## src/hw/rtl/byte_ring_fifo_peek_advance_assert.svh

```systemverilog
// Assertion macros used by the FIFO datapath.
`ifndef BYTE_RING_FIFO_PEEK_ADVANCE_ASSERT_SVH
`define BYTE_RING_FIFO_PEEK_ADVANCE_ASSERT_SVH

// Same-cycle implication, disabled while reset is asserted.
`define BRFPA_ASSERT_IMPL(label, clk, rst_n, ante, cons, msg) \
	label: assert property (@(posedge clk) disable iff (!rst_n) (ante) |-> (cons)) \
		else $error(msg);

// Next-cycle implication, disabled while reset is asserted.
`define BRFPA_ASSERT_NEXT(label, clk, rst_n, ante, cons, msg) \
	label: assert property (@(posedge clk) disable iff (!rst_n) (ante) |=> (cons)) \
		else $error(msg);

`endif

```

## src/hw/rtl/brfpa_pkg.sv

```systemverilog
`default_nettype none
package brfpa_pkg;

	localparam int STORE_DEPTH_DEF = 256;
	localparam int PTR_W  = 8;
	localparam int SIZE_W = 9;
	localparam int OP_W   = 3;
	localparam int OFS_W  = 9;
	localparam int ST_W   = 2;
	localparam int BYTE_W = 8;

	localparam logic [OP_W-1:0] OP_PUSH    = 3'd0;
	localparam logic [OP_W-1:0] OP_POP     = 3'd1;
	localparam logic [OP_W-1:0] OP_PEEK    = 3'd2;
	localparam logic [OP_W-1:0] OP_ADVANCE = 3'd3;
	localparam logic [OP_W-1:0] OP_CLEAR   = 3'd4;

	localparam logic [ST_W-1:0] ST_OK    = 2'd0;
	localparam logic [ST_W-1:0] ST_FULL  = 2'd1;
	localparam logic [ST_W-1:0] ST_EMPTY = 2'd2;
	localparam logic [ST_W-1:0] ST_PARAM = 2'd3;

	// Commands from the controller to the datapath.
	typedef struct packed {
		logic capture;
		logic exec;
	} brfpa_cmd_t;

endpackage
`default_nettype wire

```

## src/hw/rtl/brfpa_ram.sv

```systemverilog
`default_nettype none
module brfpa_ram #(
	parameter int WIDTH = 8,
	parameter int DEPTH = 256
) (
	input  wire logic                     clk,
	input  wire logic                     we,
	input  wire logic [$clog2(DEPTH)-1:0] waddr,
	input  wire logic [WIDTH-1:0]         wdata,
	input  wire logic                     re,
	input  wire logic [$clog2(DEPTH)-1:0] raddr,
	output logic      [WIDTH-1:0]         rdata
);

	logic [WIDTH-1:0] mem_q [DEPTH];

	always_ff @(posedge clk) begin
		if (we) begin
			mem_q[waddr] <= wdata;
		end
		if (re) begin
			rdata <= mem_q[raddr];
		end
	end

endmodule
`default_nettype wire

```

## src/hw/rtl/brfpa_ctrl.sv

```systemverilog
`default_nettype none
module brfpa_ctrl
	import brfpa_pkg::*;
(
	input  wire logic clk,
	input  wire logic arst_n,
	input  wire logic start,
	output logic      busy,
	output logic      done,
	output brfpa_cmd_t cmd
);

	typedef enum logic [1:0] {
		S_IDLE,
		S_EXEC,
		S_RESP
	} state_t;

	state_t state_q;
	logic   busy_q;
	logic   done_q;
	logic   accept;

	assign accept = start && !busy_q;

	always_ff @(posedge clk or negedge arst_n) begin
		if (!arst_n) begin
			state_q <= S_IDLE;
			busy_q  <= 1'b0;
			done_q  <= 1'b0;
		end else begin
			case (state_q)
				S_IDLE, S_RESP: begin
					done_q <= 1'b0;
					if (accept) begin
						state_q <= S_EXEC;
						busy_q  <= 1'b1;
					end else begin
						state_q <= S_IDLE;
						busy_q  <= 1'b0;
					end
				end
				S_EXEC: begin
					state_q <= S_RESP;
					busy_q  <= 1'b0;
					done_q  <= 1'b1;
				end
				default: begin
					state_q <= S_IDLE;
					busy_q  <= 1'b0;
					done_q  <= 1'b0;
				end
			endcase
		end
	end

	assign busy        = busy_q;
	assign done        = done_q;
	assign cmd.capture = accept;
	assign cmd.exec    = (state_q == S_EXEC);

endmodule
`default_nettype wire

```

## src/hw/rtl/brfpa_datapath.sv

```systemverilog
`default_nettype none
`include "byte_ring_fifo_peek_advance_assert.svh"
module brfpa_datapath
	import brfpa_pkg::*;
#(
	parameter int STORE_DEPTH = STORE_DEPTH_DEF
) (
	input  wire logic              clk,
	input  wire logic              arst_n,
	input  wire brfpa_cmd_t        cmd,
	input  wire logic [OP_W-1:0]   opcode,
	input  wire logic [BYTE_W-1:0] write_byte,
	input  wire logic [OFS_W-1:0]  offset,
	input  wire logic              ring_size_we,
	input  wire logic [SIZE_W-1:0] ring_size,
	output logic      [ST_W-1:0]   status,
	output logic      [BYTE_W-1:0] read_byte,
	output logic      [PTR_W-1:0]  fill_level
);

	localparam int CAP    = (STORE_DEPTH < 256) ? STORE_DEPTH : 256;
	localparam int ADDR_W = $clog2(STORE_DEPTH);
	localparam logic [SIZE_W-1:0] SIZE_MAX = SIZE_W'(CAP);
	localparam logic [SIZE_W-1:0] SIZE_MIN = SIZE_W'(2);

	logic [OP_W-1:0]   opcode_q;
	logic [BYTE_W-1:0] wbyte_q;
	logic [OFS_W-1:0]  offset_q;
	logic [PTR_W-1:0]  wr_ptr_q;
	logic [PTR_W-1:0]  rd_ptr_q;
	logic [SIZE_W-1:0] size_q;
	logic [ST_W-1:0]   status_q;
	logic [PTR_W-1:0]  fill_q;
	logic              rd_sel_q;

	logic [SIZE_W-1:0] fill_w;
	logic [PTR_W-1:0]  fill;
	logic [SIZE_W:0]   ofs_sum;
	logic [PTR_W-1:0]  ofs_ptr;
	logic [SIZE_W-1:0] wr_inc;
	logic [PTR_W-1:0]  wr_next;
	logic [SIZE_W-1:0] rd_inc;
	logic [PTR_W-1:0]  rd_next;
	logic              is_full;
	logic              is_empty;

	logic [ST_W-1:0]   st_d;
	logic [PTR_W-1:0]  wr_d;
	logic [PTR_W-1:0]  rd_d;
	logic [PTR_W-1:0]  fill_d;
	logic              rd_sel_d;
	logic              ram_we;
	logic [PTR_W-1:0]  ram_rptr;
	logic [BYTE_W-1:0] ram_rdata;
	logic [ADDR_W+PTR_W-1:0] waddr_ext;
	logic [ADDR_W+PTR_W-1:0] raddr_ext;

	// Pointers always stay below the ring size, so no reduction is needed here.
	always_comb begin
		if (wr_ptr_q >= rd_ptr_q) begin
			fill_w = {1'b0, wr_ptr_q} - {1'b0, rd_ptr_q};
		end else begin
			fill_w = {1'b0, wr_ptr_q} + size_q - {1'b0, rd_ptr_q};
		end
		fill     = fill_w[PTR_W-1:0];
		is_full  = ({1'b0, fill} >= (size_q - SIZE_W'(1)));
		is_empty = (fill == '0);

		// The offset is checked against the fill level, so one wrap is enough.
		ofs_sum = {2'b00, rd_ptr_q} + {1'b0, offset_q};
		if (ofs_sum >= {1'b0, size_q}) begin
			ofs_sum = ofs_sum - {1'b0, size_q};
		end
		ofs_ptr = ofs_sum[PTR_W-1:0];

		wr_inc  = {1'b0, wr_ptr_q} + SIZE_W'(1);
		wr_next = (wr_inc == size_q) ? '0 : wr_inc[PTR_W-1:0];
		rd_inc  = {1'b0, rd_ptr_q} + SIZE_W'(1);
		rd_next = (rd_inc == size_q) ? '0 : rd_inc[PTR_W-1:0];
	end

	always_comb begin
		st_d     = ST_OK;
		wr_d     = wr_ptr_q;
		rd_d     = rd_ptr_q;
		fill_d   = fill;
		rd_sel_d = 1'b0;
		ram_we   = 1'b0;
		ram_rptr = rd_ptr_q;
		case (opcode_q)
			OP_PUSH: begin
				if (is_full) begin
					st_d = ST_FULL;
				end else begin
					ram_we = cmd.exec;
					wr_d   = wr_next;
					fill_d = fill + PTR_W'(1);
				end
			end
			OP_POP: begin
				if (is_empty) begin
					st_d = ST_EMPTY;
				end else begin
					rd_sel_d = 1'b1;
					rd_d     = rd_next;
					fill_d   = fill - PTR_W'(1);
				end
			end
			OP_PEEK: begin
				ram_rptr = ofs_ptr;
				if (is_empty) begin
					st_d = ST_EMPTY;
				end else if (offset_q >= {1'b0, fill}) begin
					st_d = ST_PARAM;
				end else begin
					rd_sel_d = 1'b1;
				end
			end
			OP_ADVANCE: begin
				if (offset_q > {1'b0, fill}) begin
					st_d = ST_PARAM;
				end else begin
					rd_d   = ofs_ptr;
					fill_d = fill - offset_q[PTR_W-1:0];
				end
			end
			OP_CLEAR: begin
				wr_d   = '0;
				rd_d   = '0;
				fill_d = '0;
			end
			default: begin
				st_d = ST_PARAM;
			end
		endcase
	end

	always_ff @(posedge clk) begin
		if (cmd.capture) begin
			opcode_q <= opcode;
			wbyte_q  <= write_byte;
			offset_q <= offset;
		end
		if (cmd.exec) begin
			status_q <= st_d;
			fill_q   <= fill_d;
		end
	end

	always_ff @(posedge clk or negedge arst_n) begin
		if (!arst_n) begin
			wr_ptr_q <= '0;
			rd_ptr_q <= '0;
			size_q   <= SIZE_MAX;
			rd_sel_q <= 1'b0;
		end else if (ring_size_we) begin
			// A new ring size empties the FIFO.
			wr_ptr_q <= '0;
			rd_ptr_q <= '0;
			if (ring_size < SIZE_MIN) begin
				size_q <= SIZE_MIN;
			end else if (ring_size > SIZE_MAX) begin
				size_q <= SIZE_MAX;
			end else begin
				size_q <= ring_size;
			end
		end else if (cmd.exec) begin
			wr_ptr_q <= wr_d;
			rd_ptr_q <= rd_d;
			rd_sel_q <= rd_sel_d;
		end
	end

	assign waddr_ext = {{ADDR_W{1'b0}}, wr_ptr_q};
	assign raddr_ext = {{ADDR_W{1'b0}}, ram_rptr};

	brfpa_ram #(
		.WIDTH(BYTE_W),
		.DEPTH(STORE_DEPTH)
	) u_store (
		.clk  (clk),
		.we   (ram_we),
		.waddr(waddr_ext[ADDR_W-1:0]),
		.wdata(wbyte_q),
		.re   (cmd.exec),
		.raddr(raddr_ext[ADDR_W-1:0]),
		.rdata(ram_rdata)
	);

	assign status     = status_q;
	assign read_byte  = rd_sel_q ? ram_rdata : '0;
	assign fill_level = fill_q;

	`BRFPA_ASSERT_IMPL(a_wr_ptr_in_ring, clk, arst_n, 1'b1, {1'b0, wr_ptr_q} < size_q, "write pointer beyond ring size")
	`BRFPA_ASSERT_IMPL(a_rd_ptr_in_ring, clk, arst_n, 1'b1, {1'b0, rd_ptr_q} < size_q, "read pointer beyond ring size")
	`BRFPA_ASSERT_NEXT(a_fill_matches, clk, arst_n, cmd.exec && !ring_size_we, fill_q == fill, "reported fill level disagrees with pointers")
	`BRFPA_ASSERT_IMPL(a_write_when_room, clk, arst_n, ram_we, !is_full && cmd.exec, "store written while full")

endmodule
`default_nettype wire

```

## src/hw/rtl/byte_ring_fifo_peek_advance.sv

```systemverilog
// Byte FIFO over a circular store. Each operation (push, pop, peek, advance,
// clear) is taken when start is high and busy is low; busy then stays high for
// the one cycle in which the pointers are updated and the store is accessed,
// and in the cycle after it done is high for exactly one cycle with status,
// read_byte and fill_level. The receiver cannot stall, so the result must be
// taken in that cycle. The read port of the store is registered; a new
// operation may be started in the result cycle. Writing ring_size clears both
// pointers and must only be done while no operation is outstanding.
`default_nettype none
module byte_ring_fifo_peek_advance
	import brfpa_pkg::*;
#(
	parameter int STORE_DEPTH = STORE_DEPTH_DEF
) (
	input  wire logic              clk,
	input  wire logic              arst_n,
	input  wire logic              start,
	output logic                   busy,
	input  wire logic [OP_W-1:0]   opcode,
	input  wire logic [BYTE_W-1:0] write_byte,
	input  wire logic [OFS_W-1:0]  offset,
	output logic                   done,
	output logic      [ST_W-1:0]   status,
	output logic      [BYTE_W-1:0] read_byte,
	output logic      [PTR_W-1:0]  fill_level,
	input  wire logic              ring_size_we,
	input  wire logic [SIZE_W-1:0] ring_size
);

	brfpa_cmd_t cmd;

	brfpa_ctrl u_ctrl (
		.clk   (clk),
		.arst_n(arst_n),
		.start (start),
		.busy  (busy),
		.done  (done),
		.cmd   (cmd)
	);

	brfpa_datapath #(
		.STORE_DEPTH(STORE_DEPTH)
	) u_datapath (
		.clk         (clk),
		.arst_n      (arst_n),
		.cmd         (cmd),
		.opcode      (opcode),
		.write_byte  (write_byte),
		.offset      (offset),
		.ring_size_we(ring_size_we),
		.ring_size   (ring_size),
		.status      (status),
		.read_byte   (read_byte),
		.fill_level  (fill_level)
	);

endmodule
`default_nettype wire

```

## config.mk

```make
export PLATFORM = sky130hd
export DESIGN_NAME = byte_ring_fifo_peek_advance
export DESIGN_NICKNAME = d
export VERILOG_FILES = /design/src/hw/rtl/brfpa_pkg.sv /design/src/hw/rtl/brfpa_ram.sv /design/src/hw/rtl/brfpa_ctrl.sv /design/src/hw/rtl/brfpa_datapath.sv /design/src/hw/rtl/byte_ring_fifo_peek_advance.sv
export VERILOG_INCLUDE_DIRS = /design/src /design/src/hw/rtl
export SDC_FILE = /design/constraint.sdc
export NUM_CORES = 2
export LEC_CHECK = 0
export BUFFER_PORTS_ARGS = -buffer_cell sky130_fd_sc_hd__buf_2
export CAP_MARGIN = 40
export CORE_MARGIN = 2
export CORE_UTILIZATION = 30
export DETAILED_ROUTE_END_ITERATION = 10
export PLACE_DENSITY = 0.56
export SLEW_MARGIN = 20
export SYNTH_ARGS = -nofsm -noshare
export SYNTH_HDL_FRONTEND = slang
export SYNTH_HIERARCHICAL = 1
export SYNTH_SLANG_ARGS = --single-unit
```

## constraint.sdc

```tcl
create_clock -name clk -period 8.1 [get_ports clk]
set_input_delay 1.215 -clock clk [delete_from_list [all_inputs] [get_ports clk]]
set_output_delay 1.215 -clock clk [all_outputs]
set_load 0.005 [all_outputs]
```

==> metrics.yaml <==
multi_input_area_sq_mm: 0.0209
stdcell_area_sq_mm: 0.100
syn_area_sq_mm: 0.0859
fp.dieH_microns: 539
syn_inst: 4462
synth-seq-cells: 2114
setup-violations-final: 0
nNetsFinal: 4996
status: "completed"
p_leak_nw: 31.0
postRouteAntennaNets: 0
fillers: 26500
clk_pin_slew_ps: 70
dp.final_hpwl_microns: 152000
start_kind: "register"
drive_gt1_share_pct: 25.8
holdWs_ps: 196
grt_overflow: 0
dp_cells: 8422
grt_usage_pct: 15.7
place_congestion: 0.898
fin_cells: 8835
path_buf_inv: 4
wl_per_cell_microns: 26.6
cpMostUsedCell: "a21oi_1"
cts_made_buffers: 213
drt-pass1-iter-count: 5
skew_ps: 98.3
avgSynthCellArea_sq_um: 19.2
synth_commonest_cells: "edfxtp_1 (2,086), mux4_2 (454), nor2_1 (341)"
slew_violations: 0
cts_setup_buffers: 0
critPathKind: "reg2reg"
synthDominantCellAreaShare_pct: 72.9
synthDistinctLibCells: 97
cp_data_arrival_time_ps: 7840
cts_buffer_depth: 4
viasPerCell: 5.20
syn_to_final_growth_pct: 16.8
reg2reg_setup_slack_ps: 700
synth_area_leader_cell: "edfxtp_1"
cp_slowest_cell: "nor2_1"
cts_root_buf: "clkbuf_16"
dr_total_vias: 45900
synth_nets: 4562
die_w_microns: 539
power_density_mw_per_mm2: 244
tritoncts: "built"
hp-class: "in2async"
crit_chain: "ha_1 -> inv_1 -> fa_1 -> a211oi_4 -> o21ai_2 -> a311o_1 -> nor2_1 -> a21oi_1 -> buf_4 -> inv_1 -> ha_1 -> nand2b_1 -> a21oi_1 -> o21a_1 -> o21ai_0 -> maj3_2 -> maj3_2 -> a21oi_1 -> and2_1 -> buf_4 -> nand3_1 -> nor2_1"
seq_area_frac_synth_pct: 73.8
yosysMostFrequentCell: "edfxtp_1"
relSlewSlack_pct: 17.7
ir_drop_mv: 0.181
seq_area_sq_mm: 0.0633
min_period_ps: 7400
yosys-top-cells-area: "edfxtp_1 (73%), mux4_2 (12%), mux2i_1 (1.7%)"
worstSetupStartpoint: "u_datapath/rd_ptr_q[0]"
finalHoldViolations: 0
final.period_utilization_pct: 91.4
totalWireLength_microns: 235000
reg2reg_to: "u_datapath/u_store/mem_q[164][1]"
ff2ff_path_depth: 22
crit_family: "simple AND/OR/NAND/NOR gates"
rows: 196
antenna_found_initial: 9
fmax_mhz: 135
synth_ff_type: "edfxtp_1"
cts-resized-gates: 0
cap_violations: 0
synth_edf_count: 2086
grt_pass1_vias: 45900
ios: 53
synthArstFlopShare_pct: 1.32
dpl_cell_area_sq_mm: 0.0932
cts_hold_buf: 0
tns_ps: 0
io_buffers: 52
clk-insertion-delay-late_ps: 890
htree_levels: 4
grt_max_degree: 197
required_ps: 8540
drc: 0
synth_warnings: 6
final_util_pct: 35.2
cp_max_fo: 16
drt-initial-drc-count: 5061
clock-sinks: 2114
max_stage_delay_ps: 870
fp.dieArea_sq_mm: 0.291
worstMarginPinSlew_ps: 1240
r2r-start: "u_datapath/rd_ptr_q[0]"
critPathCaptureType: "register"
rsz0062_at_grt: "false"
coreArea_sq_mm: 0.285
start_util_pct: 30.1
grt_pass1_wl_microns: 336000
-- cells in the final DEF, fill, tap and decap left out, types with 11 or more instances in the layout --
| cell | instances |
|---|---|
| nand2b_1 | 18 |
| clkbuf_1 | 23 |
| o22ai_1 | 30 |
| nor4_1 | 31 |
| xor2_1 | 16 |
| fa_1 | 11 |
| edfxtp_1 | 2086 |
| ha_1 | 56 |
| mux2i_1 | 146 |
| dfrtp_1 | 27 |
| bufinv_16 | 24 |
| buf_12 | 43 |
| nor3_1 | 43 |
| inv_1 | 75 |
| a21o_1 | 13 |
| o221ai_1 | 49 |
| a21oi_1 | 127 |
| nor2b_1 | 41 |
| nor2_1 | 334 |
| a221oi_1 | 15 |
| and2_1 | 16 |
| nand4_1 | 14 |
| nand2_1 | 72 |
| clkbuf_16 | 216 |
| o211ai_1 | 19 |
| nand3_1 | 67 |
| xnor2_1 | 42 |
| a22oi_1 | 135 |
| buf_4 | 359 |
| a211oi_1 | 28 |
| clkinv_2 | 43 |
| clkinvlp_4 | 11 |
| o21ai_0 | 49 |
| buf_2 | 56 |
| mux4_2 | 454 |
| clkinv_1 | 52 |
-- sequential cells by signal, indices dropped and copies added, names as in the netlist --
name                      cells
u_datapath/offset_q           9
u_datapath/u_store/mem_q   2048
u_ctrl/state_q                1
u_datapath/wr_ptr_q           8
u_datapath/opcode_q           3
u_ctrl/done                   1
u_datapath/fill_level         8
u_datapath/u_store/rdata      8
u_datapath/rd_sel_q           1
u_datapath/status             2
u_datapath/rd_ptr_q           8
u_datapath/size_q             9
u_datapath/wbyte_q            8
-- worst max path at each step --
stage                                                  end  cells past startpoint  slack [ps]
after floorplan           u_datapath/u_store/mem_q[234][0]                     25        1870
after global placement         u_datapath/u_store/rdata[5]                     26         560
after detailed placement  u_datapath/u_store/mem_q[171][0]                     22         920
after CTS                 u_datapath/u_store/mem_q[164][1]                     22         860
after global routing      u_datapath/u_store/mem_q[164][5]                     21         350
final                     u_datapath/u_store/mem_q[164][1]                     22         700
-- cells by family after synthesis --
family	count (synthesis)	share of synthesized area, %
buffers and inverters	332	2.15
DFF	2114	73.8
adders and majority gates	69	1.10
xor gates and xnor gates	58	0.592
muxes	606	13.7
AOI/OAI and AO/OA	577	4.78
and+or+nand+nor	706	3.90
-- worst reg2reg max path, stage by stage (launching register included) --
cell and delay [ps]:
dfrtp_1 540, ha_1 260, inv_1 70, fa_1 490, a211oi_4 310, o21ai_2 100
a311o_1 610, nor2_1 200, a21oi_1 60, buf_4 190, inv_1 150, ha_1 250
nand2b_1 140, a21oi_1 200, o21a_1 140, o21ai_0 90, maj3_2 320, maj3_2 390
a21oi_1 320, and2_1 610, buf_4 230, nand3_1 470, nor2_1 870
-- per-stage QoR --
stage | setup slack, ps | power, mW
after floorplan | 1870 | 13.9
after global placement | 565 | 14.8
after detailed placement | 921 | 14.8
after global routing | 345 | 25.2
after CTS | 859 | 24.7
final | 698 | 24.5
-- area by class of cell --
type	instances	area share [%]
clock buffers	242	5.51
flip-flops and latches	2114	63.1
clock inverters	147	1.41
inverters	76	0.284
diodes	3	0.00748
multi-input cells	2016	20.8
well taps	3762	4.69
repair buffers	475	4.18
-- power breakdown --
part           switching [mW]  internal [mW]  total, mW  leakage, nW
sequential             0.0257           12.0       12.1         19.1
combinational            1.50           1.02       2.52         8.52
clock                    4.21           5.67       9.88         3.40
-- routing by layer --
| metal | wire length (microns) | GRT usage [%] | vias to the layer above |
|---|---|---|---|
| met3 | 18300 | 2.65 | 347 |
| met5 | 0 | 0 | - |
| met1 | 98600 | 21.8 | 24400 |
| met2 | 111000 | 25.3 | 1916 |
| li1 | - | - | 19300 |
| met4 | 6470 | 4.61 | 0 |
Note: power is estimated with default switching activity, not from simulation.
